### src/rtl/mas_pkg.sv
package mas_pkg;

	// register field and result index widths
	localparam int CFG_W     = 4;
	localparam int MODE_W    = 2;
	localparam int CFG_IDX_W = 2;
	localparam int IDX_W     = 3;

	// register indexes on the write port
	localparam logic [CFG_IDX_W-1:0] REG_OP_MODE = 2'd0;
	localparam logic [CFG_IDX_W-1:0] REG_ROWS_A  = 2'd1;
	localparam logic [CFG_IDX_W-1:0] REG_COLS_A  = 2'd2;
	localparam logic [CFG_IDX_W-1:0] REG_COLS_B  = 2'd3;

	// operation codes; the upper bit alone selects multiply
	localparam logic [MODE_W-1:0] MODE_ADD = 2'd0;
	localparam logic [MODE_W-1:0] MODE_SUB = 2'd1;
	localparam logic [MODE_W-1:0] MODE_MUL = 2'd2;

	localparam logic [CFG_W-1:0] DIM_RST = 4'd8;

	typedef enum logic [2:0] {
		ST_LOAD_A,
		ST_LOAD_B,
		ST_ISSUE,
		ST_WAIT,
		ST_OUT
	} state_t;

	// control that follows a read through the arithmetic pipeline
	typedef struct packed {
		logic vld;
		logic first;
		logic last;
		logic mul;
		logic sub;
	} pipe_ctl_t;

	typedef struct packed {
		logic      wr_a;
		logic      wr_b;
		pipe_ctl_t rd;
	} dp_cmd_t;

endpackage

### src/rtl/mas_dp.sv
module mas_dp #(
	parameter int MAX_DIM    = 8,
	parameter int DATA_WIDTH = 32,
	parameter int AW         = 6
) (
	input  logic                  clk,
	input  logic                  arst_n,
	input  mas_pkg::dp_cmd_t      cmd,
	input  logic [AW-1:0]         wr_addr,
	input  logic [AW-1:0]         rd_a_addr,
	input  logic [AW-1:0]         rd_b_addr,
	input  logic [DATA_WIDTH-1:0] din,
	output logic [DATA_WIDTH-1:0] acc,
	output logic                  done
);
	import mas_pkg::*;

	localparam int DEPTH = MAX_DIM * MAX_DIM;
	localparam int LO_W  = DATA_WIDTH / 2;
	localparam int HI_W  = DATA_WIDTH - LO_W;

	logic [DATA_WIDTH-1:0] mem_a [0:DEPTH-1];
	logic [DATA_WIDTH-1:0] mem_b [0:DEPTH-1];

	logic [DATA_WIDTH-1:0] a_s1, b_s1;
	pipe_ctl_t             ctl_s1, ctl_s2, ctl_s3;

	logic [2*LO_W-1:0]     m_ll;
	logic [DATA_WIDTH-1:0] m_lh, m_hl;
	logic [2*LO_W-1:0]     ll_s2;
	logic [HI_W-1:0]       x_s2;
	logic [DATA_WIDTH-1:0] sum_s2;

	logic [DATA_WIDTH-1:0] prod_s3, sum_s3;
	logic [DATA_WIDTH-1:0] acc_q;
	logic                  done_q;

	always_ff @(posedge clk) begin
		if (cmd.wr_a) mem_a[wr_addr] <= din;
		if (cmd.wr_b) mem_b[wr_addr] <= din;
	end

	always_ff @(posedge clk) begin
		if (cmd.rd.vld) begin
			a_s1 <= mem_a[rd_a_addr];
			b_s1 <= mem_b[rd_b_addr];
		end
	end

	// product modulo the word: low halves in full, cross terms only in the upper half
	assign m_ll = a_s1[LO_W-1:0] * b_s1[LO_W-1:0];
	assign m_lh = a_s1[LO_W-1:0] * b_s1[DATA_WIDTH-1:LO_W];
	assign m_hl = a_s1[DATA_WIDTH-1:LO_W] * b_s1[LO_W-1:0];

	always_ff @(posedge clk) begin
		if (ctl_s1.vld) begin
			ll_s2  <= m_ll;
			x_s2   <= m_lh[HI_W-1:0] + m_hl[HI_W-1:0];
			sum_s2 <= ctl_s1.sub ? (a_s1 - b_s1) : (a_s1 + b_s1);
		end
	end

	always_ff @(posedge clk) begin
		if (ctl_s2.vld) begin
			prod_s3 <= DATA_WIDTH'(ll_s2) + {x_s2, {LO_W{1'b0}}};
			sum_s3  <= sum_s2;
		end
	end

	always_ff @(posedge clk) begin
		if (ctl_s3.vld) begin
			if (ctl_s3.mul) acc_q <= ctl_s3.first ? prod_s3 : (acc_q + prod_s3);
			else acc_q <= sum_s3;
		end
	end

	always_ff @(posedge clk or negedge arst_n) begin
		if (!arst_n) begin
			ctl_s1 <= '0;
			ctl_s2 <= '0;
			ctl_s3 <= '0;
			done_q <= 1'b0;
		end else begin
			ctl_s1 <= cmd.rd;
			ctl_s2 <= ctl_s1;
			ctl_s3 <= ctl_s2;
			done_q <= ctl_s3.vld && ctl_s3.last;
		end
	end

	assign acc  = acc_q;
	assign done = done_q;

endmodule

### src/rtl/mas_ctrl.sv
module mas_ctrl #(
	parameter int MAX_DIM = 8,
	parameter int AW      = 6
) (
	input  logic                            clk,
	input  logic                            arst_n,
	input  logic                            cfg_wr_en,
	input  logic [mas_pkg::CFG_IDX_W-1:0]   cfg_index,
	input  logic [mas_pkg::CFG_W-1:0]       cfg_wdata,
	input  logic                            elem_valid,
	output logic                            elem_stall,
	output logic                            res_valid,
	input  logic                            res_stall,
	output logic [mas_pkg::IDX_W-1:0]       res_row,
	output logic [mas_pkg::IDX_W-1:0]       res_col,
	output logic                            res_last,
	output mas_pkg::dp_cmd_t                cmd,
	output logic [AW-1:0]                   wr_addr,
	output logic [AW-1:0]                   rd_a_addr,
	output logic [AW-1:0]                   rd_b_addr,
	input  logic                            dp_done
);
	import mas_pkg::*;

	localparam int DIM_W = $clog2(MAX_DIM + 1);
	localparam int LEN_W = $clog2(MAX_DIM * MAX_DIM + 1);
	localparam int IW    = (MAX_DIM > 1) ? $clog2(MAX_DIM) : 1;

	function automatic logic [DIM_W-1:0] clamp_dim(input logic [CFG_W-1:0] v);
		logic [DIM_W-1:0] r;
		if (v == '0) r = DIM_W'(1);
		else if (v > MAX_DIM) r = DIM_W'(MAX_DIM);
		else r = DIM_W'(v);
		return r;
	endfunction

	logic [MODE_W-1:0] op_mode_q;
	logic [CFG_W-1:0]  rows_a_q, cols_a_q, cols_b_q;

	state_t state_q, state_d;

	logic [AW-1:0] load_cnt_q;
	logic [IW-1:0] i_q, j_q, k_q;
	logic [AW-1:0] a_base_q, b_run_q;

	logic [DIM_W-1:0] ra, ca, cb, rc;
	logic             mul;
	logic [LEN_W-1:0] a_len, b_len;
	logic             a_last, b_last, k_last, i_last, j_last, elem_last;
	logic             in_load, restart;

	always_ff @(posedge clk or negedge arst_n) begin
		if (!arst_n) begin
			op_mode_q <= MODE_MUL;
			rows_a_q  <= DIM_RST;
			cols_a_q  <= DIM_RST;
			cols_b_q  <= DIM_RST;
		end else if (cfg_wr_en) begin
			case (cfg_index)
				REG_OP_MODE: op_mode_q <= cfg_wdata[MODE_W-1:0];
				REG_ROWS_A:  rows_a_q  <= cfg_wdata;
				REG_COLS_A:  cols_a_q  <= cfg_wdata;
				REG_COLS_B:  cols_b_q  <= cfg_wdata;
				default: ;
			endcase
		end
	end

	assign ra  = clamp_dim(rows_a_q);
	assign ca  = clamp_dim(cols_a_q);
	assign cb  = clamp_dim(cols_b_q);
	assign mul = op_mode_q[1];
	assign rc  = mul ? cb : ca;

	assign a_len = LEN_W'(ra) * LEN_W'(ca);
	assign b_len = mul ? (LEN_W'(ca) * LEN_W'(cb)) : a_len;

	assign a_last    = LEN_W'(load_cnt_q) == a_len - LEN_W'(1);
	assign b_last    = LEN_W'(load_cnt_q) == b_len - LEN_W'(1);
	assign k_last    = !mul || (DIM_W'(k_q) == ca - DIM_W'(1));
	assign i_last    = DIM_W'(i_q) == ra - DIM_W'(1);
	assign j_last    = DIM_W'(j_q) == rc - DIM_W'(1);
	assign elem_last = i_last && j_last;

	assign in_load = (state_q == ST_LOAD_A) || (state_q == ST_LOAD_B);
	// a register write throws away a partial load
	assign restart = cfg_wr_en && in_load;

	always_ff @(posedge clk or negedge arst_n) begin
		if (!arst_n) state_q <= ST_LOAD_A;
		else state_q <= state_d;
	end

	always_comb begin
		state_d     = state_q;
		elem_stall  = 1'b1;
		cmd         = '0;
		cmd.rd.mul  = mul;
		cmd.rd.sub  = op_mode_q[0];
		cmd.rd.first = (k_q == '0);
		cmd.rd.last = k_last;
		case (state_q)
			ST_LOAD_A: begin
				elem_stall = 1'b0;
				cmd.wr_a   = elem_valid;
				if (elem_valid && a_last) state_d = ST_LOAD_B;
			end
			ST_LOAD_B: begin
				elem_stall = 1'b0;
				cmd.wr_b   = elem_valid;
				if (elem_valid && b_last) state_d = ST_ISSUE;
			end
			ST_ISSUE: begin
				cmd.rd.vld = 1'b1;
				if (k_last) state_d = ST_WAIT;
			end
			ST_WAIT: begin
				if (dp_done) state_d = ST_OUT;
			end
			ST_OUT: begin
				if (!res_stall) state_d = elem_last ? ST_LOAD_A : ST_ISSUE;
			end
			default: state_d = ST_LOAD_A;
		endcase
		if (restart) state_d = ST_LOAD_A;
	end

	always_ff @(posedge clk or negedge arst_n) begin
		if (!arst_n) begin
			load_cnt_q <= '0;
			i_q        <= '0;
			j_q        <= '0;
			k_q        <= '0;
			a_base_q   <= '0;
			b_run_q    <= '0;
		end else begin
			case (state_q)
				ST_LOAD_A, ST_LOAD_B: begin
					i_q      <= '0;
					j_q      <= '0;
					k_q      <= '0;
					a_base_q <= '0;
					b_run_q  <= '0;
					if (restart) load_cnt_q <= '0;
					else if (elem_valid) begin
						if ((state_q == ST_LOAD_A) ? a_last : b_last) load_cnt_q <= '0;
						else load_cnt_q <= load_cnt_q + AW'(1);
					end
				end
				ST_ISSUE: begin
					k_q     <= k_last ? '0 : (k_q + IW'(1));
					// walk down a column of B
					b_run_q <= b_run_q + AW'(cb);
				end
				ST_OUT: begin
					if (!res_stall) begin
						if (j_last) begin
							j_q      <= '0;
							i_q      <= i_q + IW'(1);
							a_base_q <= a_base_q + AW'(ca);
							b_run_q  <= '0;
						end else begin
							j_q     <= j_q + IW'(1);
							b_run_q <= AW'(j_q) + AW'(1);
						end
					end
				end
				default: ;
			endcase
		end
	end

	assign wr_addr   = load_cnt_q;
	assign rd_a_addr = a_base_q + (mul ? AW'(k_q) : AW'(j_q));
	assign rd_b_addr = mul ? b_run_q : rd_a_addr;

	assign res_valid = (state_q == ST_OUT);
	assign res_row   = IDX_W'(i_q);
	assign res_col   = IDX_W'(j_q);
	assign res_last  = elem_last;

	a_done_in_wait: assert property (@(posedge clk) disable iff (!arst_n)
		dp_done |-> (state_q == ST_WAIT))
		else $error("datapath finished an element outside the wait state");

	a_last_to_load: assert property (@(posedge clk) disable iff (!arst_n)
		(res_valid && !res_stall && res_last) |=> (state_q == ST_LOAD_A && load_cnt_q == '0))
		else $error("final result word did not return to loading A");

	a_load_range: assert property (@(posedge clk) disable iff (!arst_n)
		(state_q == ST_LOAD_A) |-> (LEN_W'(load_cnt_q) < a_len))
		else $error("load count ran past the size of A");

endmodule

### src/rtl/matrix_add_sub_multiply_core.sv
// Matrix add, subtract and multiply on signed words. Words enter one per cycle on the elem
// channel while loading: A row-major (rows_a by cols_a), then B row-major (A's shape for add
// and subtract, cols_a by cols_b for multiply). The word that completes B starts the
// computation and the input stalls until the whole result has left, row-major, with row,
// column and a last mark on the final word. Arithmetic wraps at DATA_WIDTH bits. A register
// write while loading restarts at the first word of A; dimensions of 0 act as 1 and values
// above MAX_DIM act as MAX_DIM. Each result word is built by reading one term at a time from
// both operand memories through their single read ports, draining the read, two-stage
// multiply and accumulate pipeline, and holding the word in the output register.
module matrix_add_sub_multiply_core #(
	parameter int MAX_DIM    = 8,
	parameter int DATA_WIDTH = 32
) (
	input  logic                                clk,
	input  logic                                arst_n,
	input  logic                                cfg_wr_en,
	input  logic [mas_pkg::CFG_IDX_W-1:0]       cfg_index,
	input  logic [mas_pkg::CFG_W-1:0]           cfg_wdata,
	input  logic                                elem_valid,
	output logic                                elem_stall,
	input  logic signed [DATA_WIDTH-1:0]        elem_value,
	output logic                                res_valid,
	input  logic                                res_stall,
	output logic signed [DATA_WIDTH-1:0]        res_value,
	output logic [mas_pkg::IDX_W-1:0]           res_row,
	output logic [mas_pkg::IDX_W-1:0]           res_col,
	output logic                                res_last
);
	import mas_pkg::*;

	localparam int AW = (MAX_DIM > 1) ? $clog2(MAX_DIM * MAX_DIM) : 1;

	dp_cmd_t               cmd;
	logic [AW-1:0]         wr_addr, rd_a_addr, rd_b_addr;
	logic [DATA_WIDTH-1:0] acc;
	logic                  dp_done;

	mas_ctrl #(
		.MAX_DIM (MAX_DIM),
		.AW      (AW)
	) u_ctrl (
		.clk        (clk),
		.arst_n     (arst_n),
		.cfg_wr_en  (cfg_wr_en),
		.cfg_index  (cfg_index),
		.cfg_wdata  (cfg_wdata),
		.elem_valid (elem_valid),
		.elem_stall (elem_stall),
		.res_valid  (res_valid),
		.res_stall  (res_stall),
		.res_row    (res_row),
		.res_col    (res_col),
		.res_last   (res_last),
		.cmd        (cmd),
		.wr_addr    (wr_addr),
		.rd_a_addr  (rd_a_addr),
		.rd_b_addr  (rd_b_addr),
		.dp_done    (dp_done)
	);

	mas_dp #(
		.MAX_DIM    (MAX_DIM),
		.DATA_WIDTH (DATA_WIDTH),
		.AW         (AW)
	) u_dp (
		.clk       (clk),
		.arst_n    (arst_n),
		.cmd       (cmd),
		.wr_addr   (wr_addr),
		.rd_a_addr (rd_a_addr),
		.rd_b_addr (rd_b_addr),
		.din       (elem_value),
		.acc       (acc),
		.done      (dp_done)
	);

	assign res_value = acc;

endmodule

### config.mk
export PLATFORM = sky130hd
export DESIGN_NAME = matrix_add_sub_multiply_core
export DESIGN_NICKNAME = d
export VERILOG_FILES = /design/src/rtl/mas_pkg.sv /design/src/rtl/mas_dp.sv /design/src/rtl/mas_ctrl.sv /design/src/rtl/matrix_add_sub_multiply_core.sv
export SDC_FILE = /design/constraint.sdc
export NUM_CORES = 2
export LEC_CHECK = 0
export BUFFER_PORTS_ARGS = -buffer_cell sky130_fd_sc_hd__buf_2
export CORE_MARGIN = 2
export CORE_UTILIZATION = 55
export DETAILED_ROUTE_END_ITERATION = 16
export GPL_ROUTABILITY_DRIVEN = 0
export GPL_TIMING_DRIVEN = 0
export PLACE_DENSITY = 0.67
export SETUP_SLACK_MARGIN = 0.1
export SYNTH_ARGS = -nofsm -noshare
export SYNTH_HDL_FRONTEND = slang
export SYNTH_HIERARCHICAL = 1
export SYNTH_SLANG_ARGS = --single-unit
### constraint.sdc
create_clock -name clk -period 11.1 [get_ports clk]
set_input_delay 2.22 -clock clk [delete_from_list [all_inputs] [get_ports clk]]
set_output_delay 2.22 -clock clk [all_outputs]
set_load 0.1 [all_outputs]
==> impl_results.md <==
* Status: finished with violations
* Violations in the final reports: max-capacitance violations, max-slew violations
* Number of port buffers at 83
* Number of vias in the routed layout at 96980
* Critical path buffers and inverters at 7
* Max Root-Sink Buffers at 4
* Routed wire length at 517.5 mm
* Power density over the cells at 161.5 nW/um2
* Final count of hold timing violations at 0
* CTS tree: done
* Worst-case clock skew at 0.08775 ns
* Unique masters post-synth at 91
* Average cell area after synthesis at 20.36 um2
* Maximum Capacitance Violations at 2
* Fraction of registers with async set or reset after synthesis at 1.320%
* Normalized max-slew margin at -6.586%
* Critical Path Source Type: register
* Layout cells sized above 1 at 24.06%
* Final number of setup-violating endpoints at 0
* Layout Area Growth over Synthesis at 13.77%
* Max Slew Vio Count at 18
* Placement row count at 214
* Net Count, Synth at 9983
* H-tree level count at 5
* First-pass GRT wire length at 728.4 mm
* Floorplan core area at 340100 um2
* Root buffer cell: sky130_fd_sc_hd__clkbuf_16
* Final critical path time including I/O delays and setup at 8.369 ns
* Horizontal die dimension at 588.6 um
* Static leakage at 0.06823 uW
* Post-detailed-route DRC marker count at 0
* RSZ-0062 raised after global routing: false
* Clock latency on the worst-skew pair at 1.00 ns
* Largest fanout on the critical path at 10
* Post-layout util at 62.88%
* Warnings from Yosys at 6
* Number of global-route vias before repair at 96940
* Number of cells produced by synthesis at 9233
* Arrival time of data at the critical path endpoint at 8.94 ns
* Layout Nets at 10680
* Leftover overflow at the end of global routing at 0
* Post-detail-place hpwl at 355.7 mm
* Critical path data required time at 11.67 ns
* Pin count of the biggest net entering global routing at 97
* Per-cell routed wire length at 34.85 um
* Fraction of the yosys area taken by sequential cells at 70.06%
* Crit-path most repeated cell: sky130_fd_sc_hd__clkbuf_1
* GRT Overall Usage at 30.04%
* Post-CTS setup buffer count at 0
* Transition time of the tightest slew-check pin at 1.599 ns
* Combined area of all synthesized cells at 187900 um2
* Starting density of the core at 55.27%
* Class of the tightest hold or removal check: reg -> reg
* Number of CTS-inserted buffers at 434
* Count of cells resized by post-cts repair at 0
* Worst-case hold slack at 0.3469 ns
* Ys flop type: sky130_fd_sc_hd__edfxtp_1
* DRC violation total after the first TritonRoute iteration at 13550
* Critical-path cell list: buf_2 -> buf_2 -> buf_1 -> mux2_2 -> ha_1 -> inv_1 -> fa_1 -> nor2b_1 -> o21ai_0 -> xnor2_1 -> clkbuf_1 -> clkbuf_1 -> clkbuf_1 -> mux4_2 -> mux2i_1 -> o21ai_0
* FMAX at 119.5 MHz
* Setup tns final at 0 ns
* Kind of cell adding the most delay to the critical path: buffers and inverters
* Maximum vdd drop at 178.0 uV
* Clock edge transition at the registers on the reported setup and hold paths at 0.06 ns
* Number of antenna violations at the first check in global routing at 57
* # hold bufs at CTS at 0
* Boundary Pins at 84
* Overall die area at 346400 um2
* Number of synthesized register bits at 4394
* Die outline height at 588.6 um
* Cell at the slowest stage of the critical path: sky130_fd_sc_hd__clkbuf_1
* Number of synthesized flops with an enable pin at 4336
* Power, Total at 34530 uW
* Largest stage delay on the critical path at 1.07 ns
* Path type of the worst setup path: reg -> reg
* Share of the clock period used by the worst path at 75.40%
* Capturing element type of the critical path: register
* Remaining number of nets flagged by the antenna check after routing at 0
* Number of detailed-routing iterations run before antenna repair at 8
* Per-cell via count in the routed design at 6.532
* Number of clock sinks at 4394
## stage by stage
stage               setup WS, ns  instances  area [um2]
finish                     2.731      14850      213800
global route               2.591      14830      213800
CTS                        2.561      14830      213700
detailed placement         2.599      14020      199200
global placement           2.525      13850      194000
floorplan                  4.424       9233      187900
## power breakdown
part           internal (uW)  total [uW]  leakage, uW  switching (uW)
Sequential             18300       18300       0.0397            25.4
Combinational            418        1310       0.0214             896
Clock                   8650       14900      0.00707            6250
Total                  27400       34500       0.0682            7170
## Yosys cell counts (all sizes together), types with 37 or more instances
library cell	n	area, um2
and2	246	1539
nor3	38	190.2
nand2	414	1557
a21oi	131	663.1
buf	102	410.4
ha	315	3941
nor2	299	1132
xor2	53	471.7
mux2	38	427.9
a21o	37	277.8
inv	469	1760
dfrtp	54	1351
o21ai	86	430.4
fa	392	7848
clkbuf	350	1314
xnor2	180	1577
edfxtp	4336	130200
mux4	1333	30020
nand3	42	210.2
## cells by family (layout without fill, tap and decap cells)
logic type                 after synthesis  count (layout)  synth area share [%]
buffers and inverters                  922            1983                 1.856
xor gates and xnor gates               235             235                 1.114
AOI/OAI and AO/OA                      404             404                 1.405
and+or+nand+nor                       1173            1173                 2.951
muxes                                 1398            1398                 16.35
DFF                                   4394            4394                 70.06
adders and majority gates              707             707                 6.273
other                                    0              16                     0
## layout by cell type (no fill, tap or decap), types with 37 or more instances in the layout
cell type / synthesis / layout
sky130_fd_sc_hd__edfxtp_1: 4336 / 4336
sky130_fd_sc_hd__clkinv_1: 1 / 102
sky130_fd_sc_hd__a21oi_1: 129 / 129
sky130_fd_sc_hd__xnor2_1: 180 / 179
sky130_fd_sc_hd__dfrtp_1: 54 / 51
sky130_fd_sc_hd__buf_1: 82 / 79
sky130_fd_sc_hd__a21o_1: 37 / 37
sky130_fd_sc_hd__nor3_1: 38 / 38
sky130_fd_sc_hd__inv_1: 468 / 467
sky130_fd_sc_hd__mux2_2: 38 / 38
sky130_fd_sc_hd__fa_1: 392 / 392
sky130_fd_sc_hd__and2_1: 246 / 246
sky130_fd_sc_hd__nand3_1: 42 / 41
sky130_fd_sc_hd__bufinv_16: 0 / 59
sky130_fd_sc_hd__nand2_1: 413 / 413
sky130_fd_sc_hd__nor2_1: 297 / 169
sky130_fd_sc_hd__ha_1: 315 / 315
sky130_fd_sc_hd__o21ai_0: 74 / 74
sky130_fd_sc_hd__buf_16: 0 / 89
sky130_fd_sc_hd__buf_2: 19 / 71
sky130_fd_sc_hd__mux4_2: 1333 / 1333
sky130_fd_sc_hd__buf_12: 0 / 83
sky130_fd_sc_hd__xor2_1: 52 / 52
sky130_fd_sc_hd__clkbuf_1: 350 / 393
sky130_fd_sc_hd__nor2_4: 1 / 129
sky130_fd_sc_hd__clkbuf_16: 0 / 442
sky130_fd_sc_hd__clkinv_2: 0 / 95
## worst reg2reg max path: stages (launching register included)
cell and delay (ns):
sky130_fd_sc_hd__dfstp_2 0.57, sky130_fd_sc_hd__buf_2 0.24, sky130_fd_sc_hd__buf_2 0.37, sky130_fd_sc_hd__buf_1 0.54, sky130_fd_sc_hd__mux2_2 0.29, sky130_fd_sc_hd__ha_1 0.17
sky130_fd_sc_hd__inv_1 0.06, sky130_fd_sc_hd__fa_1 0.39, sky130_fd_sc_hd__nor2b_1 0.12, sky130_fd_sc_hd__o21ai_0 0.10, sky130_fd_sc_hd__xnor2_1 0.91, sky130_fd_sc_hd__clkbuf_1 1.07
sky130_fd_sc_hd__clkbuf_1 0.82, sky130_fd_sc_hd__clkbuf_1 0.86, sky130_fd_sc_hd__mux4_2 0.41, sky130_fd_sc_hd__mux2i_1 0.07, sky130_fd_sc_hd__o21ai_0 0.99
## sequential cells by signal, summed over array words and instances (netlist names), 5 cells and up
name,flops
u_dp/mem_a,2048
u_ctrl/wr_addr,6
u_dp/b_s1,32
u_dp/mem_b,2048
u_dp/sum_s3,32
u_ctrl/a_base_q,6
u_dp/sum_s2,32
u_dp/acc,32
u_ctrl/b_run_q,6
u_dp/prod_s3,32
u_dp/a_s1,32
u_dp/ctl_s1,5
u_dp/ll_s2,32
u_dp/x_s2,16
## cell type report
cell class | count | area [um2]
Fill cell | 22920 | 126200
Multi-Input combinational cell | 3917 | 53760
Inverter | 470 | 1764
Sequential cell | 4394 | 131700
Buffer | 452 | 1752
Clock buffer | 504 | 11290
Timing Repair Buffer | 257 | 4681
Antenna cell | 16 | 40.04
Clock inverter | 300 | 3174
Tap cell | 4536 | 5675
## per-layer routing
metal	part of all wire, %	GRT usage [%]	up-vias
met4	4.8	12.02	18
met2	47	46.85	5870
met5	0.026	0	-
met3	11	6.374	1124
li1	-	-	38380
met1	37	42.04	51580
## path summary, 6_finish.rpt
check | from | end | slack [ns] | cells past startpoint
hold / removal | u_dp/ctl_s1[1] | u_dp/ctl_s2[1] | 0.35 | 0
setup reg to reg | u_ctrl/op_mode_q[1] | u_dp/a_s1[9] | 2.73 | 16
hold reg to reg | u_dp/ctl_s1[1] | u_dp/ctl_s2[1] | 0.35 | 0
max in group asynchronous | arst_n | u_dp/ctl_s1[4] | 9.16 | 1
min in group asynchronous | arst_n | u_dp/ctl_s1[0] | 1.35 | 1
setup / recovery | u_ctrl/op_mode_q[1] | u_dp/a_s1[9] | 2.73 | 16
Power figures use the tool's default switching activity.
